`src/rtl/core/clc_pkg.sv`:
```
// Shared types and constants for the line comment locator.
// No dependencies; imported by every module of the block.
package clc_pkg;

  localparam int MAX_DELIM = 16;
  localparam int WIN_SIZE  = MAX_DELIM + 2;
  localparam int DLEN_W    = $clog2(MAX_DELIM + 1);
  localparam int DIDX_W    = (MAX_DELIM > 1) ? $clog2(MAX_DELIM) : 1;
  localparam int WIDX_W    = $clog2(WIN_SIZE);
  localparam int WFILL_W   = $clog2(WIN_SIZE + 1);
  localparam int COL_W     = 16;
  localparam int OUT_DW    = 24;

  localparam logic [2:0] MODE_NORMAL = 3'd0;
  localparam logic [2:0] MODE_BLOCK  = 3'd1;
  localparam logic [2:0] MODE_STRING = 3'd2;
  localparam logic [2:0] MODE_DELIM  = 3'd3;
  localparam logic [2:0] MODE_RAW    = 3'd4;
  localparam logic [2:0] MODE_DEAD   = 3'd5;
  localparam logic [2:0] MODE_FOUND  = 3'd6;

  localparam logic [7:0] CH_SLASH  = 8'h2f;
  localparam logic [7:0] CH_STAR   = 8'h2a;
  localparam logic [7:0] CH_DQUOTE = 8'h22;
  localparam logic [7:0] CH_SQUOTE = 8'h27;
  localparam logic [7:0] CH_BSLASH = 8'h5c;
  localparam logic [7:0] CH_LPAREN = 8'h28;
  localparam logic [7:0] CH_RPAREN = 8'h29;
  localparam logic [7:0] CH_R      = 8'h52;
  localparam logic [7:0] CH_L      = 8'h4c;
  localparam logic [7:0] CH_LU     = 8'h75;
  localparam logic [7:0] CH_UU     = 8'h55;
  localparam logic [7:0] CH_8      = 8'h38;
  localparam logic [7:0] CH_USCORE = 8'h5f;

  typedef struct packed {
    logic             found;
    logic [COL_W-1:0] column;
    logic             in_block;
    logic             in_raw;
  } result_t;

  function automatic logic is_ident(input logic [7:0] c);
    return (c >= 8'h61 && c <= 8'h7a) || (c >= 8'h41 && c <= 8'h5a) ||
           (c >= 8'h30 && c <= 8'h39) || (c == CH_USCORE);
  endfunction

endpackage

```
`src/rtl/core/clc_scan.sv`:
```
// Lexer state and per-character next-state logic; emits one result per line end.
// Depends on clc_pkg.
module clc_scan (
  input  logic             clk,
  input  logic             rst_n,
  input  logic             item_valid,
  input  logic             line_end,
  input  logic [7:0]       ch,
  output logic             res_valid,
  output clc_pkg::result_t res
);
  import clc_pkg::*;

  logic [2:0]         mode_r, mode_nxt;
  logic               pslash_r, pslash_nxt;
  logic               star_r, star_nxt;
  logic               esc_r, esc_nxt;
  logic               qkind_r, qkind_nxt;
  logic [COL_W-1:0]   col_r, col_nxt;
  logic [COL_W-1:0]   fcol_r, fcol_nxt;
  logic [DLEN_W-1:0]  dlen_r, dlen_nxt;
  logic [WFILL_W-1:0] fill_r, fill_nxt;
  logic               pure_r, pure_nxt;
  logic               rready_r, rready_nxt;
  logic [7:0]         delim_r [MAX_DELIM];
  logic [7:0]         win_r [WIN_SIZE];
  logic [7:0]         win_nxt [WIN_SIZE];
  logic               dwr;
  logic               win_upd;
  logic [WFILL_W-1:0] need;
  logic [WFILL_W-1:0] wfill_push;
  logic               win_hit;
  logic               is_pfx;

  // terminator window after pushing ch
  always_comb begin
    need = WFILL_W'(dlen_r) + WFILL_W'(2);
    for (int i = 0; i < WIN_SIZE; i++) begin
      if (fill_r < need) begin
        win_nxt[i] = (WFILL_W'(i) == fill_r) ? ch : win_r[i];
      end else if (WFILL_W'(i) < need - WFILL_W'(1)) begin
        win_nxt[i] = (i < WIN_SIZE - 1) ? win_r[(i + 1) % WIN_SIZE] : win_r[i];
      end else if (WFILL_W'(i) == need - WFILL_W'(1)) begin
        win_nxt[i] = ch;
      end else begin
        win_nxt[i] = win_r[i];
      end
    end
    wfill_push = (fill_r < need) ? fill_r + WFILL_W'(1) : fill_r;
    // last slot always holds ch once the window is full
    win_hit = (wfill_push == need) && (ch == CH_DQUOTE) && (win_nxt[0] == CH_RPAREN);
    for (int k = 0; k < MAX_DELIM; k++) begin
      if (DLEN_W'(k) < dlen_r && win_nxt[k + 1] != delim_r[k]) win_hit = 1'b0;
    end
  end

  assign is_pfx = (ch == CH_L) || (ch == CH_LU) || (ch == CH_UU) || (ch == CH_8);

  always_comb begin
    mode_nxt   = mode_r;
    pslash_nxt = pslash_r;
    star_nxt   = star_r;
    esc_nxt    = esc_r;
    qkind_nxt  = qkind_r;
    col_nxt    = col_r;
    fcol_nxt   = fcol_r;
    dlen_nxt   = dlen_r;
    fill_nxt   = fill_r;
    pure_nxt   = pure_r;
    rready_nxt = rready_r;
    dwr        = 1'b0;
    win_upd    = 1'b0;
    res_valid  = 1'b0;
    res.found    = (mode_r == MODE_FOUND);
    res.column   = (mode_r == MODE_FOUND) ? fcol_r : '0;
    res.in_block = (mode_r == MODE_BLOCK);
    res.in_raw   = (mode_r == MODE_RAW);
    if (item_valid && line_end) begin
      res_valid = 1'b1;
      if (mode_r != MODE_BLOCK && mode_r != MODE_RAW) mode_nxt = MODE_NORMAL;
      pslash_nxt = 1'b0;
      star_nxt   = 1'b0;
      esc_nxt    = 1'b0;
      fill_nxt   = '0;
      pure_nxt   = 1'b1;
      rready_nxt = 1'b0;
      col_nxt    = '0;
    end else if (item_valid) begin
      case (mode_r)
        MODE_NORMAL: begin
          pslash_nxt = 1'b0;
          if (pslash_r && ch == CH_SLASH) begin
            mode_nxt = MODE_FOUND;
          end else if (pslash_r && ch == CH_STAR) begin
            mode_nxt = MODE_BLOCK;
            star_nxt = 1'b0;
          end else if (ch == CH_SLASH) begin
            pslash_nxt = 1'b1;
            fcol_nxt   = col_r;
          end else if (ch == CH_DQUOTE && rready_r) begin
            mode_nxt = MODE_DELIM;
            dlen_nxt = '0;
          end else if (ch == CH_DQUOTE || ch == CH_SQUOTE) begin
            mode_nxt  = MODE_STRING;
            qkind_nxt = (ch == CH_SQUOTE);
            esc_nxt   = 1'b0;
          end
        end
        MODE_BLOCK: begin
          if (star_r && ch == CH_SLASH) begin
            mode_nxt = MODE_NORMAL;
            star_nxt = 1'b0;
          end else begin
            star_nxt = (ch == CH_STAR);
          end
        end
        MODE_STRING: begin
          if (esc_r) esc_nxt = 1'b0;
          else if (ch == (qkind_r ? CH_SQUOTE : CH_DQUOTE)) mode_nxt = MODE_NORMAL;
          else if (ch == CH_BSLASH) esc_nxt = 1'b1;
        end
        MODE_DELIM: begin
          if (ch == CH_LPAREN) begin
            mode_nxt = MODE_RAW;
            fill_nxt = '0;
          end else if (dlen_r < DLEN_W'(MAX_DELIM)) begin
            dwr      = 1'b1;
            dlen_nxt = dlen_r + DLEN_W'(1);
          end else begin
            mode_nxt = MODE_DEAD;
          end
        end
        MODE_RAW: begin
          win_upd = 1'b1;
          if (win_hit) begin
            mode_nxt = MODE_NORMAL;
            fill_nxt = '0;
          end else begin
            fill_nxt = wfill_push;
          end
        end
        default: ;
      endcase
      rready_nxt = (ch == CH_R) && pure_r;
      if (!is_pfx) pure_nxt = !is_ident(ch);
      if (col_r != '1) col_nxt = col_r + COL_W'(1);
    end
  end

  always_ff @(posedge clk) begin
    if (!rst_n) begin
      mode_r   <= MODE_NORMAL;
      pslash_r <= 1'b0;
      star_r   <= 1'b0;
      esc_r    <= 1'b0;
      qkind_r  <= 1'b0;
      col_r    <= '0;
      fcol_r   <= '0;
      dlen_r   <= '0;
      fill_r   <= '0;
      pure_r   <= 1'b1;
      rready_r <= 1'b0;
    end else begin
      mode_r   <= mode_nxt;
      pslash_r <= pslash_nxt;
      star_r   <= star_nxt;
      esc_r    <= esc_nxt;
      qkind_r  <= qkind_nxt;
      col_r    <= col_nxt;
      fcol_r   <= fcol_nxt;
      dlen_r   <= dlen_nxt;
      fill_r   <= fill_nxt;
      pure_r   <= pure_nxt;
      rready_r <= rready_nxt;
    end
  end

  always_ff @(posedge clk) begin
    if (dwr) delim_r[dlen_r[DIDX_W-1:0]] <= ch;
    if (win_upd) begin
      for (int i = 0; i < WIN_SIZE; i++) win_r[i] <= win_nxt[i];
    end
  end

  // delimiter length never passes its limit
  a_dlen: assert property (@(posedge clk) disable iff (!rst_n)
    dlen_r <= DLEN_W'(MAX_DELIM)) else $error("delimiter length overflow");
  // window fill bounded by current terminator length
  a_fill: assert property (@(posedge clk) disable iff (!rst_n)
    fill_r <= need) else $error("window overfill");
  // a line end always clears the column
  a_col: assert property (@(posedge clk) disable iff (!rst_n)
    (item_valid && line_end) |=> col_r == '0) else $error("column not cleared");
endmodule

```
`src/rtl/core/clc_out_q.sv`:
```
// Two-entry result queue between the scanner and the output port.
// Depends on clc_pkg.
module clc_out_q (
  input  logic             clk,
  input  logic             rst_n,
  input  logic             push,
  input  clc_pkg::result_t push_data,
  output logic             full,
  output logic             out_valid,
  input  logic             out_ready,
  output clc_pkg::result_t out_data
);
  import clc_pkg::*;

  result_t    buf_r [2];
  logic [1:0] cnt_r, cnt_nxt;
  logic       rd_r, wr_r;
  logic       pop;

  assign pop       = out_valid && out_ready;
  assign out_valid = (cnt_r != 2'd0);
  assign full      = (cnt_r == 2'd2);
  assign out_data  = buf_r[rd_r];

  always_comb begin
    cnt_nxt = cnt_r;
    if (push && !pop) cnt_nxt = cnt_r + 2'd1;
    else if (!push && pop) cnt_nxt = cnt_r - 2'd1;
  end

  always_ff @(posedge clk) begin
    if (!rst_n) begin
      cnt_r <= 2'd0;
      rd_r  <= 1'b0;
      wr_r  <= 1'b0;
    end else begin
      cnt_r <= cnt_nxt;
      if (pop) rd_r <= ~rd_r;
      if (push) wr_r <= ~wr_r;
    end
  end

  always_ff @(posedge clk) begin
    if (push) buf_r[wr_r] <= push_data;
  end

  a_cnt: assert property (@(posedge clk) disable iff (!rst_n)
    cnt_r != 2'd3) else $error("queue count invalid");
  a_ovf: assert property (@(posedge clk) disable iff (!rst_n)
    !(push && full)) else $error("push into full queue");
  a_ptr: assert property (@(posedge clk) disable iff (!rst_n)
    (cnt_r == 2'd1) |-> (wr_r != rd_r)) else $error("queue pointers out of step");
endmodule

```
`src/rtl/core/cpp_line_comment_locator.sv`:
```
// Top level of the line comment locator: stream ports, scanner and result queue.
// Depends on clc_pkg, clc_scan, clc_out_q.
//
// One character (or line-end marker, in_tlast high) is taken per cycle while in_tready
// is high; a result is produced only for a line end and is written into the result
// queue when its request is accepted. Throughput is one item per clock unless the
// queue is full, set by the per-character lexer state update; the two-entry
// result queue keeps input flowing while a result waits, and in_tready drops
// only when both entries are held. No clearing pass is needed after reset.
module cpp_line_comment_locator (
  input  logic        clk,
  input  logic        rst_n,
  input  logic        in_tvalid,
  output logic        in_tready,
  input  logic [7:0]  in_tdata,   // ch
  input  logic        in_tlast,   // is_line_end
  output logic        out_tvalid,
  input  logic        out_tready,
  output logic [23:0] out_tdata   // comment_found, comment_column[15:0],
                                  // in_block_comment, in_raw_string, zero pad
);
  import clc_pkg::*;

  logic    acc;
  logic    res_valid;
  logic    q_full;
  result_t res;
  result_t q_data;

  assign in_tready = !q_full;
  assign acc       = in_tvalid && in_tready;

  clc_scan u_scan (
    .clk        (clk),
    .rst_n      (rst_n),
    .item_valid (acc),
    .line_end   (in_tlast),
    .ch         (in_tdata),
    .res_valid  (res_valid),
    .res        (res)
  );

  clc_out_q u_q (
    .clk       (clk),
    .rst_n     (rst_n),
    .push      (res_valid),
    .push_data (res),
    .full      (q_full),
    .out_valid (out_tvalid),
    .out_ready (out_tready),
    .out_data  (q_data)
  );

  assign out_tdata = {5'd0, q_data.in_raw, q_data.in_block, q_data.column, q_data.found};
endmodule

```
`config.mk`:
```
export PLATFORM = sky130hd
export DESIGN_NAME = cpp_line_comment_locator
export DESIGN_NICKNAME = d
export VERILOG_FILES = /design/src/rtl/core/clc_pkg.sv /design/src/rtl/core/clc_scan.sv /design/src/rtl/core/clc_out_q.sv /design/src/rtl/core/cpp_line_comment_locator.sv
export SDC_FILE = /design/constraint.sdc
export NUM_CORES = 1
export LEC_CHECK = 0
export ABC_AREA = 1
export BUFFER_PORTS_ARGS = -buffer_cell sky130_fd_sc_hd__buf_4
export CAP_MARGIN = 25
export CORE_MARGIN = 2
export CORE_UTILIZATION = 45
export CTS_CLUSTER_DIAMETER = 40
export DETAILED_ROUTE_END_ITERATION = 8
export GPL_ROUTABILITY_DRIVEN = 0
export GPL_TIMING_DRIVEN = 0
export SKIP_LAST_GASP = 1
export SLEW_MARGIN = 20
export SYNTH_ARGS = -nofsm -noshare
export SYNTH_HDL_FRONTEND = slang
export SYNTH_SLANG_ARGS = --single-unit
```
`constraint.sdc`:
```
create_clock -name clk -period 8.7 [get_ports clk]
set_clock_uncertainty 0.05 [all_clocks]
set_input_delay 1.74 -clock clk [delete_from_list [all_inputs] [get_ports clk]]
set_output_delay 1.74 -clock clk [all_outputs]
set_load 0.02 [all_outputs]
```
Word level (Yosys, flattened, before mapping). Memory sizes are Yosys's and may differ from the RTL's. A register that Yosys moved wholly into a read port is not among the register bits. Index checks and enable logic that the tools add are counted.

Add/sub/neg operators: 7. Multipliers: 0. Divide/modulo/power cells: 0. Magnitude comparators: 42. Equal/unequal tests: 92. Shifts and indexed selects: 0. Muxes and demuxes: 151. Bitwise logic cells: 9. Reductions and logical operators: 65.

Operators by type and width (number): 8-bit two-way mux (72); 8-bit inequality test (16); 4-bit by 5-bit equality test with 1-bit output, first input constant (16); 4-bit by 5-bit < comparator with 1-bit output, first input constant (16); 8-bit by 6-bit equality test with 1-bit output, second input constant (7); 8-bit by 7-bit equality test with 1-bit output, second input constant (6); 1-bit two-way mux (47); 3-bit two-way mux (15); 5-bit two-way mux (9); 3-bit by 5-bit equality test with 1-bit output, first input constant (8); 3-bit by 5-bit < comparator with 1-bit output, first input constant (8); 1-bit logical AND (32); 2-bit by 5-bit equality test with 1-bit output, first input constant (4); 5-bit equality test, first input constant (4); 1-bit by 5-bit < comparator with 1-bit output, first input constant (4); 2-bit by 5-bit < comparator with 1-bit output, first input constant (4); 5-bit case mux with 2 select lines (2); 16-bit by 1-bit adder with 16-bit output, second input constant (1); 8-bit by 7-bit >= comparator with 1-bit output, second input constant (2); 8-bit by 7-bit less-or-equal comparator with 1-bit output, second input constant (2); 16-bit two-way mux (1); 16-bit inequality test, second input constant (1); 3-bit case mux with 5 select lines (1); 2-bit nonzero test (7); 41 further kinds (81).

Register bits: 55. Latch bits: 0. RAM bits: 310. Memory bits (read-only): 0. Bits of input ports: 13. Output and inout bits: 26. Logic and storage cells: 383. Memories kept: 3.

Memories: u_scan.win_r (depth 18, width 8, rd ports 18, clocked after memory_dff 0, wr ports 18, RTL line clc_scan.sv:26) `logic [7:0] win_r [WIN_SIZE];`; u_scan.delim_r (depth 16, width 8, rd ports 16, clocked after memory_dff 0, wr ports 1, RTL line clc_scan.sv:25) `logic [7:0] delim_r [MAX_DELIM];`; u_q.buf_r (depth 2, width 19, rd ports 1, clocked after memory_dff 1, wr ports 1, RTL line clc_out_q.sv:15) `result_t buf_r [2];`.

Depth between registers and ports, before layout. Gate-level depths: netlist of the first run.

Word-level depth: 28. Depth in mapped cells: 32.

Cells and area by module. A second synthesis of the first run with hierarchy kept.

Cells, all modules: 3005. Area total of the unflattened synthesis: 22741.8 sq um.

By module, submodules not included: clc_scan (times used 1, cells an instance 2901, area an instance 21027.7 sq um, sequential area each 9188.8 sq um); clc_out_q (times used 1, cells an instance 95, area an instance 1659.1 sq um, sequential area each 1241.2 sq um); cpp_line_comment_locator (times used 1, cells an instance 9, area an instance 55.1 sq um, sequential area each 0.0 sq um).

Worst setup path after synthesis of the first run. No wires, ideal clock.

Path kind: input to register. From: input in_tvalid. To: memory u_scan.win_r[0][0] (enable). Library setup time: 0.632 ns. Arrival time: 7.768 ns. Required time: 8.018 ns. Path slack: 0.250 ns. Stages: 4. Path buffers: 0. Cell sequence: nand2_1 > nor2_1 > inv_1 > nor2_1.

RTL lines: start: declaration (RTL line cpp_line_comment_locator.sv:13) `input logic in_tvalid,`; end: declaration (RTL line clc_scan.sv:26).

Worst setup path after layout of the first run.
From: input in_tdata[7]. To: memory u_scan.delim_r[11][6] (enable).

Longest elaborated chain between the ends: 7.

RTL lines: start: declaration (RTL line cpp_line_comment_locator.sv:15) `input logic [7:0] in_tdata,`; 8-bit by 6-bit equality test with 1-bit output (RTL line clc_scan.sv:123) `if (ch == CH_LPAREN) begin`; 1-bit two-way mux (RTL line clc_scan.sv:123); 1-bit two-way mux (RTL line clc_scan.sv:89) `case (mode_r)`; 1-bit two-way mux (RTL line clc_scan.sv:88) `end else if (item_valid) begin`; 1-bit two-way mux (RTL line clc_scan.sv:78) `if (item_valid && line_end) begin`; 1-bit two-way mux (RTL line clc_scan.sv:179) `if (dwr) delim_r[dlen_r[DIDX_W-1:0]] <= ch;`; 1-bit two-way mux (implied by the code) (RTL line clc_scan.sv:179); end: declaration (RTL line clc_scan.sv:25).

Every way passes these cells.

==> run_results.csv, run 1 <==
group,metric,value,unit
run_status,outcome,"finished, final reports clean",
power,power.leakage,11.26,nW
yosys,postSynth.asyncResetShare,0,%
clocking,root_buffer,"clkbuf_16",
clocking,htree_levels,3,
power,p_comb_share,16.3,%
global_route,overflow,0,
placed_design,dp_slack,2.125,ns
die,top_level_ports,39,
timing,min_period,6.328,ns
clocking,path_clk_slew,0.06,ns
yosys,synth_area_leader_cell,"edfxtp_1",
layout,nNetsFinal,3098,
power,seq_power_share,36.8,%
power,clockPowerShare,47.0,%
routing,final_antenna_net_count,0,
timing,timing_worst_slew_pin_value,1.266,ns
die,coreArea,49860,sq um
placed_design,port_buffers,33,
die,rows,82,
layout,postLayoutCoreUtil,52.89,%
timing,fmaxAchievable,0.1580,GHz
timing,period_share,72.74,%
yosys,syn-cell-area,22590,sq um
worst_setup_path,worstPathMaxFanout,18,
clocking,cts.sinks,366,
clocking,cts_tree,"yes",
timing,worst_slack,2.372,ns
global_route,antenna_found_initial,4,
power,power.switching,1.645,mW
global_route,grt.total_usage,32.91,%
power,max-vdd-ir-drop,152.3,uV
routing,drtIter0Drc,2796,
routing,dr.pass1.iters,8,
global_route,grt_pass1_wl,127700,microns
power,sw_frac_of_total,29.56,%
routing,wl_per_cell,22.97,microns
timing,setup_viol,0,
yosys,ys_top_cells_by_area,"edfxtp_1 41%, nand2_1 16%, inv_1 5.2%, dfxtp_1 5.0%, nand3_1 4.9%",
placed_design,post-place-cells,3660,
yosys,ys_types,57,
clocking,postCtsSetupBuffers,0,
layout,layout-drive-gt1-share,10.13,%
clocking,clkLatencyLatePin,0.62,ns
timing,hold_viol_final,0,
clocking,hold_buffers,0,
flow_run,cap_violations,0,
die,die_h,228.1,microns
worst_setup_path,worstPathRequired,8.88,ns
clocking,cts_inserted_buffers,69,
worst_setup_path,timing_worst_setup_path_type,"in2reg",
power,pwr_density_cell,211.0,nW/um^2
die,die_width,228.1,microns
power,finalPower,5.564,mW
yosys,synth_edf_count,310,
die,die-area,52010,sq um
routing,wirelength,87100,microns
yosys,syn_inst,2931,
yosys,synth_top_area_share,41.21,%
timing,slew_headroom,15.63,%
timing,drv_slew,0,
die,start_util,45.30,%
layout,finalNonFillerCells,3792,
global_route,grt_pass1_vias,20790,
hold_path,hold_class,"reg2reg",
global_route,grt_max_degree,24,
power,internal_power,3.919,mW
placed_design,dp_hpwl,61750,microns
placed_design,placed_area,24070,sq um
yosys,ys_ff_latch,366,
yosys,syn_area_per_cell,7.707,sq um
clocking,cts-resized-gates,0,
yosys,synth_warnings,0,
layout,area_growth,16.74,%
clocking,max-clock-path-buffers,3,
routing,dr_total_vias,22020,
yosys,synth_ff_type,"edfxtp_1",
timing,rsz0062_at_grt,"no",
layout,final_area,26370,sq um
worst_setup_path,end_kind,"register",
worst_setup_path,cp-start-kind,"input port",
worst_setup_path,cp.arrival,6.51,ns
routing,via_per_inst,5.806,
yosys,synth_seq_area_share,46.17,%
routing,drc,0,
-- sequential cells by signal (all words and copies together), names as in the netlist, named ones only --
register	cells
u_scan.fill_r	5
u_scan.qkind_r	1
u_scan.fcol_r	16
u_scan.col_r	16
u_q.buf_r	38
u_scan.esc_r	1
u_scan.pure_r	1
u_scan.mode_r	3
u_scan.star_r	1
u_scan.win_r	144
u_q.rd_r	1
u_scan.dlen_r	5
u_q.wr_r	1
u_q.cnt_r	2
u_scan.delim_r	128
u_scan.rready_r	1
u_scan.pslash_r	1
-- layout make-up --
class,instances,area (sq um)
clock buffer,77,1798
inverter,323,1216
tap,672,840.8
antenna,1,2.502
buffer,139,694.4
fill,4835,23490
sequential,366,10430
timing repair buffer,57,653.1
multi-input combinational,2107,10280
clock inverter,50,451.7
-- stage by stage --
| step | hold slack, ns | setup TNS [ns] |
|---|---|---|
| final | 0.4020 | 0 |
| after global routing | 0.4193 | 0 |
| after CTS | 0.4028 | 0 |
| after detailed placement | 0.3944 | 0 |
| after global placement | 0.3911 | -582.75 |
| after floorplan | 0.3746 | 0 |
-- cell families (layout without fill, tap and decap cells) --
family	Yosys count	count (layout)	share of synthesized area, %
flip-flops	366	366	46.17
AND/OR/NAND/NOR	1594	1594	30.65
AO/OA/AOI/OAI	449	449	11.85
multiplexers	19	19	0.9472
buffers and inverters	462	646	8.447
XOR/XNOR	18	18	0.6979
adder cells (fa/ha/maj)	22	22	1.219
other	1	6	0.01660
-- layout by cell type, fill, tap and decap left out, drive strengths merged, types with 2 or more instances in the layout --
master / instances
a211oi: 5
a21boi: 3
a21oi: 131
a31oi: 4
buf: 119
bufinv: 4
clkbuf: 154
clkinv: 33
clkinvlp: 7
conb: 5
dfxtp: 56
edfxtp: 310
ha: 22
inv: 329
mux2: 19
nand2: 1001
nand3: 227
nand3b: 76
nand4: 40
nor2: 200
nor3: 24
nor3b: 2
nor4: 4
o211ai: 134
o21ai: 164
or2: 19
xnor2: 7
xor2: 11
-- critical path, stage by stage --
cell	delay, ns
buf_4	0.37
clkbuf_1	0.80
clkbuf_1	1.00
nor2_1	0.07
nand2_1	0.27
inv_1	0.11
nand2_1	0.12
nand2_1	0.07
nor2_1	0.14
nand2_1	0.09
nor2_1	0.38
nand2_1	0.46
nor2_1	0.85
-- metal layers --
layer / up-vias / GRT usage, % / routed length (microns)
met4: 2 / 22.61 / 6095
met1: 10100 / 41.52 / 33260
li1: 10120 / - / -
met3: 339 / 8.025 / 10430
met2: 1459 / 49.94 / 37310
met5: - / 0 / 13
-- power groups by stage --
stage / sequential [mW] / clock (mW) / combinational, mW
global route: 2.05 / 2.72 / 0.979
detailed placement: 2.08 / 0 / 0.876
floorplan: 2.08 / 0 / 0.565
CTS: 2.04 / 2.64 / 0.882
finish: 2.05 / 2.61 / 0.905
global placement: 2.10 / 0 / 0.827
-- worst paths after layout --
kind | slack (ns) | depth (start not counted) | endpoint | startpoint
max reg2reg | 2.65 | 27 | u_scan.mode_r[2] | u_scan.dlen_r[0]
min | 0.40 | 2 | u_scan.fcol_r[6] | u_scan.fcol_r[6]
max | 2.37 | 13 | u_scan.delim_r[11][6] | in_tdata[7]
min reg2reg | 0.40 | 2 | u_scan.fcol_r[6] | u_scan.fcol_r[6]
-- synth_stat cells (5+ instances only) --
master and instances:
ha_1 22, buf_2 27, buf_1 11, buf_4 13
or2_2 15, nand3_2 5, a21oi_1 128, buf_6 10
dfxtp_1 56, nor2_1 188, clkbuf_1 76, o211ai_1 131
xor2_1 11, inv_1 312, nand2_2 11, nor2_2 6
nor2_4 5, nand3b_1 76, mux2_2 19, nand3_1 222
o21ai_1 34, a211oi_1 5, edfxtp_1 310, o21ai_0 129
nor3_1 22, xnor2_1 7, nand2_1 986, nand4_1 40
inv_2 6
Power figures use the tool's default switching activity.
==> run 2, diff against run 1 <==
==> constraint.sdc (replaced) <==
create_clock -name clk -period 6.4 [get_ports clk]
set_clock_uncertainty 0.05 [all_clocks]
set_input_delay 1.28 -clock clk [delete_from_list [all_inputs] [get_ports clk]]
set_output_delay 1.28 -clock clk [all_outputs]
set_load 0.02 [all_outputs]
==> run 2 against run 1 <==
First-iteration DRC count is 1.9% higher; non-clock buffer count is 6 lower; largest power group unchanged; count of clock-buffer cells in the layout is 1 higher.
==> run_results.csv, run 2 (synthesis results as in run 1) <==
group,metric,value,unit
run_status,outcome,"finished, final reports clean",
clocking,cts_tree,"yes",
routing,wl_met3,11220,microns
flow_run,cap_violations,0,
global_route,grt_pass1_wl,127400,microns
global_route,overflow,0,
die,die_h,228.1,microns
placed_design,post-place-cells,3656,
die,die_width,228.1,microns
clocking,clkLatencyLatePin,0.61,ns
layout,ff_latch_area,10430,sq um
layout,layout-drive-gt1-share,10.23,%
die,die-area,52010,sq um
layout,largest_reg_flops,144,
timing,hold_viol_final,0,
timing,period_share,95.28,%
layout,area_growth,17.04,%
timing,min_period,6.098,ns
hold_path,hold_class,"reg2reg",
clocking,postCtsSetupBuffers,0,
clocking,max-clock-path-buffers,3,
routing,wl_met1,32760,microns
layout,final_area,26440,sq um
timing,worst_slack,0.3022,ns
timing,fmaxAchievable,0.1640,GHz
layout,n_fill_cell,4751,
layout,largest_register,"u_scan.win_r",
clocking,root_buffer,"clkbuf_16",
clocking,hold_buffers,0,
routing,drc,0,
worst_setup_path,cp.arrival,6.53,ns
routing,final_antenna_net_count,0,
worst_setup_path,timing_worst_setup_path_type,"reg2reg",
worst_setup_path,cp-start-kind,"register",
routing,drtIter0Drc,2848,
timing,slew_headroom,16.91,%
layout,final_common_cell,"nand2_1",
die,top_level_ports,39,
clocking,cts_inserted_buffers,72,
placed_design,port_buffers,33,
clocking,path_clk_slew,0.05,ns
layout,insertedDiodeCount,0,
hold_path,worstHoldStart,"u_scan.fcol_r[0]",
clocking,htree_levels,3,
timing,drv_slew,0,
worst_setup_path,r2r-start,"u_scan.dlen_r[0]",
clocking,cts.sinks,366,
layout,postLayoutCoreUtil,53.02,%
worst_setup_path,worstPathRequired,6.84,ns
worst_setup_path,worstPathMaxFanout,12,
routing,dr_total_vias,21900,
routing,dr.pass1.iters,7,
placed_design,dp_slack,0.3686,ns
placed_design,placed_area,24000,sq um
routing,routed.top_layer,"met5",
timing,setup_viol,0,
routing,via_per_inst,5.779,
global_route,grt_max_degree,24,
worst_setup_path,cp-startpoint,"u_scan.dlen_r[0]",
timing,timing_worst_slew_pin_value,1.246,ns
clocking,cts-resized-gates,0,
die,coreArea,49860,sq um
layout,finalNonFillerCells,3789,
die,start_util,45.30,%
power,pwr_density_cell,294.0,nW/um^2
global_route,grt.total_usage,32.86,%
placed_design,dp_hpwl,61180,microns
power,power.leakage,11.31,nW
layout,layout_common_cells,"986 x nand2_1, 312 x inv_1, 310 x edfxtp_1",
worst_setup_path,critPathSlowestCell,"buf_1",
layout,nNetsFinal,3095,
power,finalPower,7.772,mW
worst_setup_path,path_common_cell,"nand2_1",
worst_setup_path,cp_slowest_stage_delay,0.76,ns
layout,multi_input_area,10280,sq um
global_route,grt_pass1_vias,20770,
die,rows,82,
routing,wl_per_cell,22.83,microns
routing,wirelength,86500,microns
global_route,antenna_found_initial,4,
timing,rsz0062_at_grt,"no",
power,max-vdd-ir-drop,194.3,uV
worst_setup_path,end_kind,"register",
routing,routed-wl-met2,37220,microns
run 2: path summary, 6_finish.rpt:
kind                 endpoint  slack (ns)  cells past startpoint
max          u_scan.mode_r[2]        0.30                     27
max reg2reg  u_scan.mode_r[2]        0.30                     27
min reg2reg  u_scan.fcol_r[0]        0.40                      2
min          u_scan.fcol_r[0]        0.40                      2
run 2: final cells by class:
| type | count | area share [%] |
|---|---|---|
| Sequential cell | 366 | 39.45 |
| Multi-Input combinational cell | 2107 | 38.90 |
| Clock buffer | 78 | 7.141 |
| Inverter | 323 | 4.600 |
| Tap cell | 672 | 3.180 |
| Buffer | 139 | 2.631 |
| Timing Repair Buffer | 51 | 2.111 |
| Clock inverter | 53 | 1.983 |
run 2: metrics by stage:
step | hold slack [ns] | setup TNS, ns
2_1_floorplan | 0.3746 | 0
3_3_place_gp | 0.3901 | -297.13
3_5_place_dp | 0.3965 | 0
4_1_cts | 0.4037 | 0
5_1_grt | 0.4166 | 0
6_report | 0.4016 | 0
run 2: metal layers:
layer	track usage [%]	vias to the layer above
met3	8.600	322
met5	0	-
met1	42.27	10040
li1	-	10100
met4	18.48	4
met2	50.33	1434
run 2: power by group:
group          internal (mW)  switching [mW]  total (mW)
combinational          0.385           0.831        1.22
sequential              2.72          0.0574        2.78
clock                   2.38            1.40        3.78
total                   5.49            2.29        7.77
run 2: critical path: cells and delay by family (launching register included):
family / cells / cell delay [ns]
compound gates: 3 / 0.46
buf+inv: 6 / 2.10
fa+ha+maj: 1 / 0.42
simple gates: 17 / 2.52
flops: 1 / 0.40
